File: src/design/bplru_pkg.sv
package bplru_pkg;

  localparam int PAGES_PER_BLOCK = 64;
  localparam int MAX_BLOCKS      = 64;

  localparam int LPN_W   = 32;
  localparam int OFF_W   = $clog2(PAGES_PER_BLOCK);
  localparam int BLK_W   = LPN_W - OFF_W;
  localparam int SLOT_W  = $clog2(MAX_BLOCKS);
  localparam int VCNT_W  = $clog2(MAX_BLOCKS + 1);
  localparam int PCNT_W  = $clog2(PAGES_PER_BLOCK + 1);
  localparam int HELD_W  = 13;
  localparam int THR_W   = 7;
  localparam int CFG_W   = 13;
  localparam int CFG_A_W = 2;
  localparam int OUT_W   = 96;

  localparam logic [CFG_A_W-1:0] CFG_MAX_PAGES = 2'd0;
  localparam logic [CFG_A_W-1:0] CFG_SEQ_THR   = 2'd1;

  localparam logic [THR_W-1:0] SAME_CNT_MAX = 7'd64;

  typedef enum logic [2:0] {
    CMD_IDLE,
    CMD_LOAD,
    CMD_SCAN,
    CMD_DECIDE,
    CMD_UPDATE,
    CMD_FINISH
  } cmd_op_t;

  typedef enum logic [2:0] {
    RK_NONE,
    RK_MRU,
    RK_LRU,
    RK_INS_MRU,
    RK_INS_LRU
  } rank_op_t;

  typedef enum logic [2:0] {
    ST_IDLE,
    ST_SCAN,
    ST_DECIDE,
    ST_UPDATE,
    ST_FINISH
  } state_t;

  typedef struct packed {
    cmd_op_t           op;
    logic              rd;
    logic              proc;
    logic [SLOT_W-1:0] addr;
  } cmd_t;

  typedef struct packed {
    logic is_read;
    logic out_free;
  } status_t;

  typedef struct packed {
    logic [BLK_W-1:0]           tag;
    logic [PAGES_PER_BLOCK-1:0] pres;
    logic [PCNT_W-1:0]          cnt;
    logic [SLOT_W-1:0]          rank;
  } entry_t;

endpackage

File: src/design/bplru_ctrl.sv
module bplru_ctrl
  import bplru_pkg::*;
(
  input  logic    clk,
  input  logic    rst_n,
  input  logic    in_valid,
  output logic    in_ready,
  input  status_t st,
  output cmd_t    cmd
);

  state_t            state_r, state_nxt;
  logic [VCNT_W-1:0] cnt_r, cnt_nxt;

  always_ff @(posedge clk) begin
    if (!rst_n) begin
      state_r <= ST_IDLE;
      cnt_r   <= '0;
    end else begin
      state_r <= state_nxt;
      cnt_r   <= cnt_nxt;
    end
  end

  always_comb begin
    state_nxt = state_r;
    cnt_nxt   = cnt_r;
    in_ready  = 1'b0;
    cmd.op    = CMD_IDLE;
    cmd.rd    = 1'b0;
    cmd.proc  = 1'b0;
    cmd.addr  = cnt_r[SLOT_W-1:0];
    unique case (state_r)
      ST_IDLE: begin
        in_ready = 1'b1;
        if (in_valid) begin
          cmd.op    = CMD_LOAD;
          cnt_nxt   = '0;
          state_nxt = ST_SCAN;
        end
      end
      ST_SCAN, ST_UPDATE: begin
        cmd.op   = (state_r == ST_SCAN) ? CMD_SCAN : CMD_UPDATE;
        cmd.rd   = cnt_r < VCNT_W'(MAX_BLOCKS);
        cmd.proc = cnt_r != '0;
        if (cnt_r == VCNT_W'(MAX_BLOCKS)) begin
          cnt_nxt   = '0;
          state_nxt = (state_r == ST_SCAN) ? ST_DECIDE : ST_FINISH;
        end else begin
          cnt_nxt = cnt_r + 1'b1;
        end
      end
      ST_DECIDE: begin
        cmd.op    = CMD_DECIDE;
        state_nxt = st.is_read ? ST_FINISH : ST_UPDATE;
      end
      ST_FINISH: begin
        cmd.op = CMD_FINISH;
        if (st.out_free) state_nxt = ST_IDLE;
      end
      default: state_nxt = ST_IDLE;
    endcase
  end

  a_cnt_range: assert property (@(posedge clk) disable iff (!rst_n)
    cnt_r <= VCNT_W'(MAX_BLOCKS))
    else $error("slot counter out of range");

  a_scan_to_decide: assert property (@(posedge clk) disable iff (!rst_n)
    (state_r == ST_SCAN && cnt_r == VCNT_W'(MAX_BLOCKS)) |=> state_r == ST_DECIDE)
    else $error("scan did not end in decide");

  a_accept_idle: assert property (@(posedge clk) disable iff (!rst_n)
    (in_valid && in_ready) |=> (state_r == ST_SCAN && cnt_r == '0))
    else $error("accepted word did not start a scan");

endmodule

File: config.mk
export PLATFORM = sky130hd
export DESIGN_NAME = bplru_ctrl
export DESIGN_NICKNAME = d
export VERILOG_FILES = /design/src/design/bplru_pkg.sv /design/src/design/bplru_ctrl.sv
export SDC_FILE = /design/constraint.sdc
export NUM_CORES = 1
export LEC_CHECK = 0
export BUFFER_PORTS_ARGS = -buffer_cell sky130_fd_sc_hd__buf_4
export CAP_MARGIN = 40
export CORE_AREA = 10 10 48 50
export DETAILED_ROUTE_END_ITERATION = 8
export DIE_AREA = 0 0 58 60
export PLACE_DENSITY = 0.76
export SYNTH_ARGS = -nofsm -noshare
export SYNTH_HDL_FRONTEND = slang
export SYNTH_SLANG_ARGS = --single-unit
File: constraint.sdc
create_clock -name clk -period 1.4 [get_ports clk]
set_input_delay 0.07 -clock clk [delete_from_list [all_inputs] [get_ports clk]]
set_output_delay 0.07 -clock clk [all_outputs]
set_load 0.01 [all_outputs]
==> flow_metrics.tcl, run 1 <==
set metrics [dict create \
    critical_path_class "reg2out" \
    rsz0062_at_grt "yes" \
    globalplace.congestion 0.764 \
    setup_tns_ps 0 \
    cp_cell_sequence "inv_4 > or3_1 > o21ai_1 > buf_4" \
    clock-sinks 10 \
    dieArea_mm2 0.00348 \
    p_switching_w 0.000192 \
    synth_ff_type "dfxtp_1" \
    status "finished, final reports clean" \
    p_seq_share_pct 40.9 \
    clkTransAtPathRegs_ps 70 \
    total_power_w 0.000726 \
    swShare_pct 26.5 \
    cts_tree "done" \
    syn_area_um2 656 \
    ant_nets 0 \
    ys_warn_count 0 \
    worst_ep_arrival_time_ps 1280 \
    power.internal_w 0.000534 \
    clockBufferDepth 2 \
    synth_area_leaders "dfxtp_1, buf_4, nor2_1" \
    io_pins 17 \
    place_hpwl_um 1140 \
    synth_cell_types 33 \
    grt.total_usage_pct 9.56 \
    grt_pass1_wl_um 2720 \
    async_reset_ff_share_pct 0 \
    yosys-top-cells-count "dfxtp_1, nor2_1, buf_4, nand2_1, o21ai_0" \
    cts_hold_buf 0 \
    p_clk_share_pct 35.8 \
    critPathMaxStageDelay_ps 370 \
    n_antenna_cell 0 \
    cts-htree-levels 1 \
    drive_gt1_share_pct 40.6 \
    rows 14 \
    core_mm2 0.00144 \
    combPwrFrac_pct 23.4 \
    seq_area_frac_synth_pct 30.5 \
    synth_top_area_cell "dfxtp_1" \
    dr.pass1.iters 5 \
    p_per_area_mw_per_mm2 838 \
    drc 0 \
    post_drt_via_cell_ratio 5.41 \
    finalCritPeriodShare_pct 96.4 \
    die_x_um 58 \
    hold_class "in2reg" \
    start_kind "flip-flop" \
    setup_violations 0 \
    grt_max_degree 14 \
    drv_slew 0 \
    worst-slew-pin-transition_ps 394 \
    synth_cells 81 \
    initialDrtViolationCount 5 \
    crit_slowest_cell "dfxtp_4" \
    antenna_found_initial 0 \
    die_h_um 60 \
    clock.fmax_ghz 0.741 \
    p_leak_nw 0.351 \
    routed_wl_um 1590 \
    cp.buffers_inverters 2 \
    cp.required_ps 1330 \
    finClkSkew_ps 4.86 \
    end_kind "primary output" \
    synth-edff-count 0 \
    first_global_vias 618 \
    cts_root_buffer "clkbuf_4" \
    avgSynthCellArea_um2 8.09 \
    vdd_drop_max_mv 0.424 \
    relSlewSlack_pct 73.5 \
    routedWlPerCell_um 14.2 \
    nNetsFinal 104 \
    vias 606 \
    synth_fp_nets 88 \
    drv_cap 0 \
    start_util_pct 45.6 \
    cp_max_fo 6 \
    fin_crit_ps 1350 \
    synth_top_area_share_pct 30.5 \
    finalHoldViolCount 0 \
    port_buffers 16 \
    cts_made_buffers 3 \
    grt-ovfl-total 0 \
    crit_family "flip-flops" \
    areaGrowthSynthToFinish_pct 32.1 \
    clkLatencyLatePin_ps 260 \
    synth-seq-cells 10 \
]
## final timing paths
kind | start | to | slack [ps] | cells after the start
min reg2reg | cnt_r[1] | cnt_r[1] | 510 | 2
min | rst_n | state_r[2] | 80 | 3
max | state_r[2] | cmd[10] | 50 | 4
max reg2reg | cnt_r[0] | cnt_r[6] | 80 | 5
## state kept, by name (all words and copies together), names as in the netlist
register / count
cnt_r: 7
state_r: 3
## cell usage in the layout, fill, tap and decap left out, types with 2 or more instances in the layout
cell type / count
a21oi_1: 4
buf_4: 19
clkbuf_4: 3
dfxtp_1: 5
dfxtp_4: 4
inv_2: 2
nand2_1: 6
nand3_1: 2
nor2_1: 10
nor3_1: 2
o21ai_0: 4
o21ai_1: 2
or3_1: 3
xnor2_1: 2
xor2_1: 3
## metal layers
| layer | up-vias | GRT usage, % | wire [um] |
|---|---|---|---|
| li1 | 308 | - | - |
| met1 | 274 | 10.3 | 660 |
| met2 | 19 | 15.0 | 777 |
| met3 | 5 | 4.24 | 122 |
| met4 | 0 | 6.04 | 31 |
| met5 | - | 0 | 0 |
## logic make-up (layout without fill, tap and decap cells)
family	count (synthesis)	after routing	share of synthesized area, %
simple gates	32	32	27.3
compound gates	18	18	19.5
buf+inv	14	29	12.2
flops	10	10	30.5
xor+xnor	5	5	6.68
fa+ha+maj	2	2	3.82
## power groups by stage
stage | registers [W] | clock network (W) | logic (W)
4_1_cts | 0.000298 | 0.000260 | 0.000145
3_3_place_gp | 0.000314 | 0 | 0.000121
5_1_grt | 0.000298 | 0.000283 | 0.000186
2_1_floorplan | 0.000303 | 0 | 0.0000868
6_report | 0.000297 | 0.000260 | 0.000170
3_5_place_dp | 0.000315 | 0 | 0.000123
## worst min-delay path, delay by kind of cell
family | cells | cell delay (ps)
buffers and inverters | 1 | 130
AND/OR/NAND/NOR | 1 | 40
AO/OA/AOI/OAI | 1 | 70
## cell type report
class	count	area (um2)
well taps	16	20.0
inverters	4	17.5
multi-input cells	57	402
fillers	136	571
repair buffers	21	174
flip-flops and latches	10	216
clock buffers	4	36.3
## through the flow
step	hold WS [ps]	utilization [%]	instances	area, um2	setup WS, ps
global placement	368	52.4	106	753	62.2
CTS	83.5	56.6	111	813	10.5
finish	84.0	60.3	112	866	50.8
global route	95.4	60.3	112	866	-18.3
detailed placement	359	52.4	106	753	19.3
floorplan	206	-	81	656	158
## repair_timing
item | 4_1_cts | 5_1_grt
cloned | 0 | 0
gates resized for setup | 7 | 11
setup endpoints to repair | 3 | 8
setup buffers | 2 | 1
pin swaps | 1 | 2
Note: power is estimated with default switching activity, not from simulation.
==> inputs of run 2 (changes only) <==
==> constraint.sdc (replaced) <==
create_clock -name clk -period 1.4 [get_ports clk]
set_input_delay 0.14 -clock clk [delete_from_list [all_inputs] [get_ports clk]]
set_output_delay 0.14 -clock clk [all_outputs]
set_load 0.01 [all_outputs]
==> flow_metrics.tcl, run 2 (same netlist as run 1, synthesis figures left out) <==
set metrics [dict create \
    violations "setup timing" \
    cts-htree-levels 1 \
    worst_slack_ps -40.3 \
    fin_crit_ps 1440 \
    worst-slew-pin-transition_ps 362 \
    clock-sinks 10 \
    drive_gt1_share_pct 53.3 \
    end_kind "primary output" \
    p_switching_w 0.000203 \
    start_kind "flip-flop" \
    p_seq_share_pct 39.9 \
    dieArea_mm2 0.00348 \
    start_util_pct 45.6 \
    relSlewSlack_pct 75.7 \
    routed_wl_um 1730 \
    hold_class "in2reg" \
    drc 0 \
    cts_tree "done" \
    die_x_um 58 \
    p_leak_nw 0.406 \
    cp_max_fo 3 \
    first_global_vias 646 \
    n_antenna_cell 0 \
    clkTransAtPathRegs_ps 70 \
    grt-ovfl-total 0 \
    swShare_pct 27.3 \
    mostFrequentLayoutCell "buf_4" \
    vias 632 \
    antenna_found_initial 0 \
    critical_path_class "reg2out" \
    worst_ep_arrival_time_ps 1300 \
    clkLatencyLatePin_ps 270 \
    ant_nets 0 \
    fillCellCount 128 \
    placedInstanceArea_um2 761 \
    regArea_um2 214 \
    core_mm2 0.00144 \
    post_drt_via_cell_ratio 5.22 \
    clockBufferDepth 2 \
    rows 14 \
    place_ws_ps 6.98 \
    grt.total_usage_pct 10.4 \
    io_pins 17 \
    total_power_w 0.000744 \
    die_h_um 60 \
    cts_hold_buf 0 \
    dr.pass1.iters 4 \
    p_per_area_mw_per_mm2 766 \
    reg.largest.list "cnt_r x7, state_r x3" \
    cp.required_ps 1260 \
    largest_register_ffs 7 \
    finClkSkew_ps 0.586 \
    combPwrFrac_pct 24.2 \
    rsz0062_at_grt "yes" \
    worst_hold_slack_ps 156 \
    drv_slew 0 \
    routedWlPerCell_um 14.3 \
    grt_pass1_wl_um 2890 \
    port_buffers 16 \
    finalHoldViolCount 0 \
    final_cell_mix "buf_4, nor2_1, nand2_1, dfxtp_1" \
    top_register "cnt_r" \
    vdd_drop_max_mv 0.423 \
    nNetsFinal 113 \
    areaGrowthSynthToFinish_pct 48.3 \
    status "complete, but fails checks" \
    cts_made_buffers 3 \
    finalCritPeriodShare_pct 103 \
    initialDrtViolationCount 5 \
    final_cell_area_um2 972 \
    power.internal_w 0.000541 \
    globalplace.congestion 0.769 \
    cts_root_buffer "clkbuf_4" \
    drv_cap 0 \
    multi_input_area_um2 442 \
    p_clk_share_pct 35.8 \
    setup_violations 2 \
    clock.fmax_ghz 0.694 \
    grt_max_degree 12 \
    place_hpwl_um 1150 \
]
## run 2: changes by cell type in the layout (fill, tap and decap cells not counted), sizes merged
cell,change
buf,+9
## run 2: timing repair
item / CTS / global route
resized for setup: 17 / 12
endpoints found under the setup margin: 6 / 12
setup buffers: 6 / 4
endpoints found under the hold margin: 0 / 0
pin swaps: 1 / 9
## run 2: worst max-delay path, cell delays in order, from the launching register on
cell and delay (ps):
dfxtp_4 350, buf_6 110, or3_1 340, o21ai_1 90
buf_4 140
## run 2: routing by layer
metal  GRT usage, %  wire length (um)
met2           17.6               891
met3           2.54                74
met1           11.1               724
met5              0                 0
met4           7.05                42
## run 2: final timing paths
| check | startpoint | end | slack (ps) | depth (start not counted) |
|---|---|---|---|---|
| min | rst_n | cnt_r[1] | 160 | 2 |
| max reg2reg | cnt_r[0] | cnt_r[5] | 50 | 6 |
| min reg2reg | cnt_r[4] | cnt_r[4] | 570 | 2 |
| max | state_r[0] | cmd[10] | -40 | 4 |
## run 2: area by class of cell
class	instances	share of cell area [%]
Multi-Input combinational cell	57	45.4
Timing Repair Buffer	30	24.7
Sequential cell	10	22.0
Clock buffer	4	3.73
Inverter	4	2.06
Tap cell	16	2.06
## run 2: stage by stage
| step | instances | util [%] | setup TNS (ps) |
|---|---|---|---|
| 6_report | 121 | 67.7 | -41.7 |
| 5_1_grt | 121 | 67.7 | -228 |
| 4_1_cts | 117 | 61.6 | -35.0 |
| 3_5_place_dp | 107 | 53.0 | 0 |
| 3_3_place_gp | 107 | 53.0 | 0 |
| 2_1_floorplan | 81 | - | 0 |
## run 2: power groups by stage
| stage | registers, W | clock network (W) | logic [W] |
|---|---|---|---|
| after global routing | 0.000297 | 0.000290 | 0.000201 |
| after global placement | 0.000315 | 0 | 0.000125 |
| after CTS | 0.000296 | 0.000274 | 0.000163 |
| after detailed placement | 0.000316 | 0 | 0.000126 |
| final | 0.000297 | 0.000267 | 0.000180 |
| after floorplan | 0.000303 | 0 | 0.0000868 |
==> inputs of run 3 (changes only) <==
--- a/config.mk
+++ b/config.mk
@@ -5,11 +5,12 @@
 export SDC_FILE = /design/constraint.sdc
 export NUM_CORES = 1
 export LEC_CHECK = 0
+export ABC_AREA = 1
 export BUFFER_PORTS_ARGS = -buffer_cell sky130_fd_sc_hd__buf_4
 export CAP_MARGIN = 40
-export CORE_AREA = 10 10 48 50
+export CORE_AREA = 10 10 49 51
 export DETAILED_ROUTE_END_ITERATION = 8
-export DIE_AREA = 0 0 58 60
+export DIE_AREA = 0 0 59 61
 export PLACE_DENSITY = 0.76
 export SYNTH_ARGS = -nofsm -noshare
 export SYNTH_HDL_FRONTEND = slang
==> flow_metrics.tcl, run 3 <==
set metrics [dict create \
    status "finished, final reports clean" \
    grt_max_degree 9 \
    critical_path_class "reg2reg" \
    clkLatencyLatePin_ps 260 \
    syn_area_um2 701 \
    grt.total_usage_pct 9.39 \
    worst_slack_ps 54.9 \
    synth_top_area_cell "dfxtp_1" \
    io_pins 17 \
    grt-ovfl-total 0 \
    top_register "cnt_r" \
    avgSynthCellArea_um2 6.20 \
    cts_made_buffers 3 \
    synth_fp_nets 120 \
    place_ws_ps 13.4 \
    die_x_um 59 \
    dr.pass1.iters 4 \
    nNetsFinal 140 \
    areaGrowthSynthToFinish_pct 25.4 \
    min_from "rst_n" \
    die_h_um 61 \
    worst_hold_slack_ps 138 \
    first_global_vias 682 \
    crit_family "simple AND/OR/NAND/NOR gates" \
    grt_pass1_wl_um 2710 \
    setup_violations 0 \
    async_reset_ff_share_pct 0 \
    hold_depth 3 \
    finClkSkew_ps 6.56 \
    drv_cap 0 \
    synth_cells 113 \
    synth_cell_types 20 \
    vdd_drop_max_mv 0.880 \
    crit_slowest_cell "dfxtp_2" \
    rows 14 \
    synth-seq-cells 10 \
    clkTransAtPathRegs_ps 60 \
    drc 0 \
    r2r-start "cnt_r[0]" \
    start_util_pct 47.6 \
    synth_top_area_share_pct 28.6 \
    clockBufferDepth 2 \
    antenna_found_initial 0 \
    port_buffers 16 \
    cp_cell_sequence "inv_2 > ha_2 > nand2_2 > nor2_2 > nand2_1 > nand2_2 > nand2_1 > o21ai_1 > inv_1" \
    routed_wl_um 1750 \
    final_cell_mix "nand2_1, buf_4, inv_1, nand3_1, a21oi_1" \
    routedWlPerCell_um 11.9 \
    finalHoldViolCount 0 \
    hold_class "in2reg" \
    cp_max_fo 6 \
    synth_ff_type "dfxtp_1" \
    cts_tree "done" \
    yosysMostFrequentCell "nand2_1" \
    yosys-top-cells-count "nand2_1, inv_1, nand3_1" \
    end_kind "flip-flop" \
    synth-edff-count 0 \
    relSlewSlack_pct 82.6 \
    r2r-end "state_r[0]" \
    fin_crit_ps 1350 \
    core_mm2 0.00147 \
    vias 764 \
    finalCritPeriodShare_pct 96.1 \
    initialDrtViolationCount 9 \
    min_to "cnt_r[0]" \
    ant_nets 0 \
    drive_gt1_share_pct 35.1 \
    dieArea_mm2 0.00360 \
    drv_slew 0 \
    globalplace.congestion 0.818 \
    reg2reg_slack_ps 50 \
    n_antenna_cell 0 \
    critPathMaxStageDelay_ps 320 \
    largest_register_ffs 7 \
    worst_ep_arrival_time_ps 1500 \
    clock-sinks 10 \
    ys_warn_count 0 \
    r2r_cells 9 \
    reg.largest.list "cnt_r x7, state_r x3" \
    cp.required_ps 1550 \
    place_hpwl_um 1360 \
    clock.fmax_ghz 0.743 \
    cts_root_buffer "clkbuf_4" \
    start_kind "flip-flop" \
    p_per_area_mw_per_mm2 1700 \
    worst-slew-pin-transition_ps 261 \
    synth_area_leaders "dfxtp_1, nand2_1, nand3_1" \
    cp.buffers_inverters 2 \
    cts-htree-levels 1 \
    mostFrequentLayoutCell "nand2_1" \
    p_leak_nw 0.454 \
    seq_area_frac_synth_pct 28.6 \
    post_drt_via_cell_ratio 5.20 \
]
==> run 3: changes by cell type after synthesis, moves of 4 or more <==
cell,previous run,this run
nand2_1,6,33
inv_1,3,13
nand3_1,2,12
a21oi_1,4,10
buf_2,4,0
==> run 3: cell families (layout without fill, tap and decap cells) <==
logic type               after synthesis  after routing  share of synthesized area (%)
adder cells (fa/ha/maj)                2              2                           3.57
flip-flops                            10             10                           28.6
AO/OA/AOI/OAI                         14             14                           10.5
buffers and inverters                 23             41                           15.5
XOR/XNOR                               1              1                           1.25
AND/OR/NAND/NOR                       63             63                           40.5
==> run 3: through the flow <==
| step | std cells | area, um2 | power, W | util (%) | setup TNS (ps) |
|---|---|---|---|---|---|
| final | 147 | 878 | 0.00150 | 59.7 | 0 |
| after floorplan | 113 | 701 | 0.000912 | - | 0 |
| after global placement | 140 | 803 | 0.00117 | 54.6 | 0 |
| after global routing | 147 | 878 | 0.00162 | 59.7 | -75.8 |
| after CTS | 146 | 852 | 0.00145 | 57.9 | 0 |
| after detailed placement | 140 | 803 | 0.00120 | 54.6 | 0 |
==> run 3: worst max path at each step <==
stage,start,to,slack (ps),depth (start not counted)
after floorplan,cnt_r[0],state_r[2],150,8
after global placement,cnt_r[0],state_r[0],140,9
after detailed placement,cnt_r[0],state_r[0],10,9
after CTS,state_r[2],cmd[8],8,4
after global routing,cnt_r[1],cnt_r[6],-40,7
final,cnt_r[0],state_r[0],50,9
==> run 3: layer usage <==
| metal | global-route usage (%) | routed length [um] | vias up |
|---|---|---|---|
| met5 | 0 | 0 | - |
| met4 | 1.97 | 8 | 0 |
| met3 | 4.59 | 99 | 2 |
| met2 | 17.0 | 891 | 17 |
| met1 | 9.58 | 746 | 355 |
| li1 | - | - | 390 |
==> run 3: layout make-up <==
type	count	area, um2
clock buffers	3	22.5
inverters	17	63.8
well taps	16	20.0
fillers	144	593
repair buffers	21	158
multi-input cells	80	408
flip-flops and latches	10	206
==> run 3: repair_timing <==
item,CTS,global route
setup endpoints to repair,2,9
setup buffers,3,1
hold buffers,0,0
gates resized for setup,3,9
pin swaps,2,1
==> run 3: worst min-delay path: stages <==
cell and delay [ps]:
buf_4 120, nand2_1 60, a21oi_1 40
==> run 3: power breakdown <==
group | internal [W] | total [W] | switching, W | leakage, nW
clock | 0.0000991 | 0.000192 | 0.0000927 | 0.0138
sequential | 0.000342 | 0.000407 | 0.0000653 | 0.0833
combinational | 0.000384 | 0.000897 | 0.000513 | 0.357
total | 0.000825 | 0.00150 | 0.000671 | 0.454
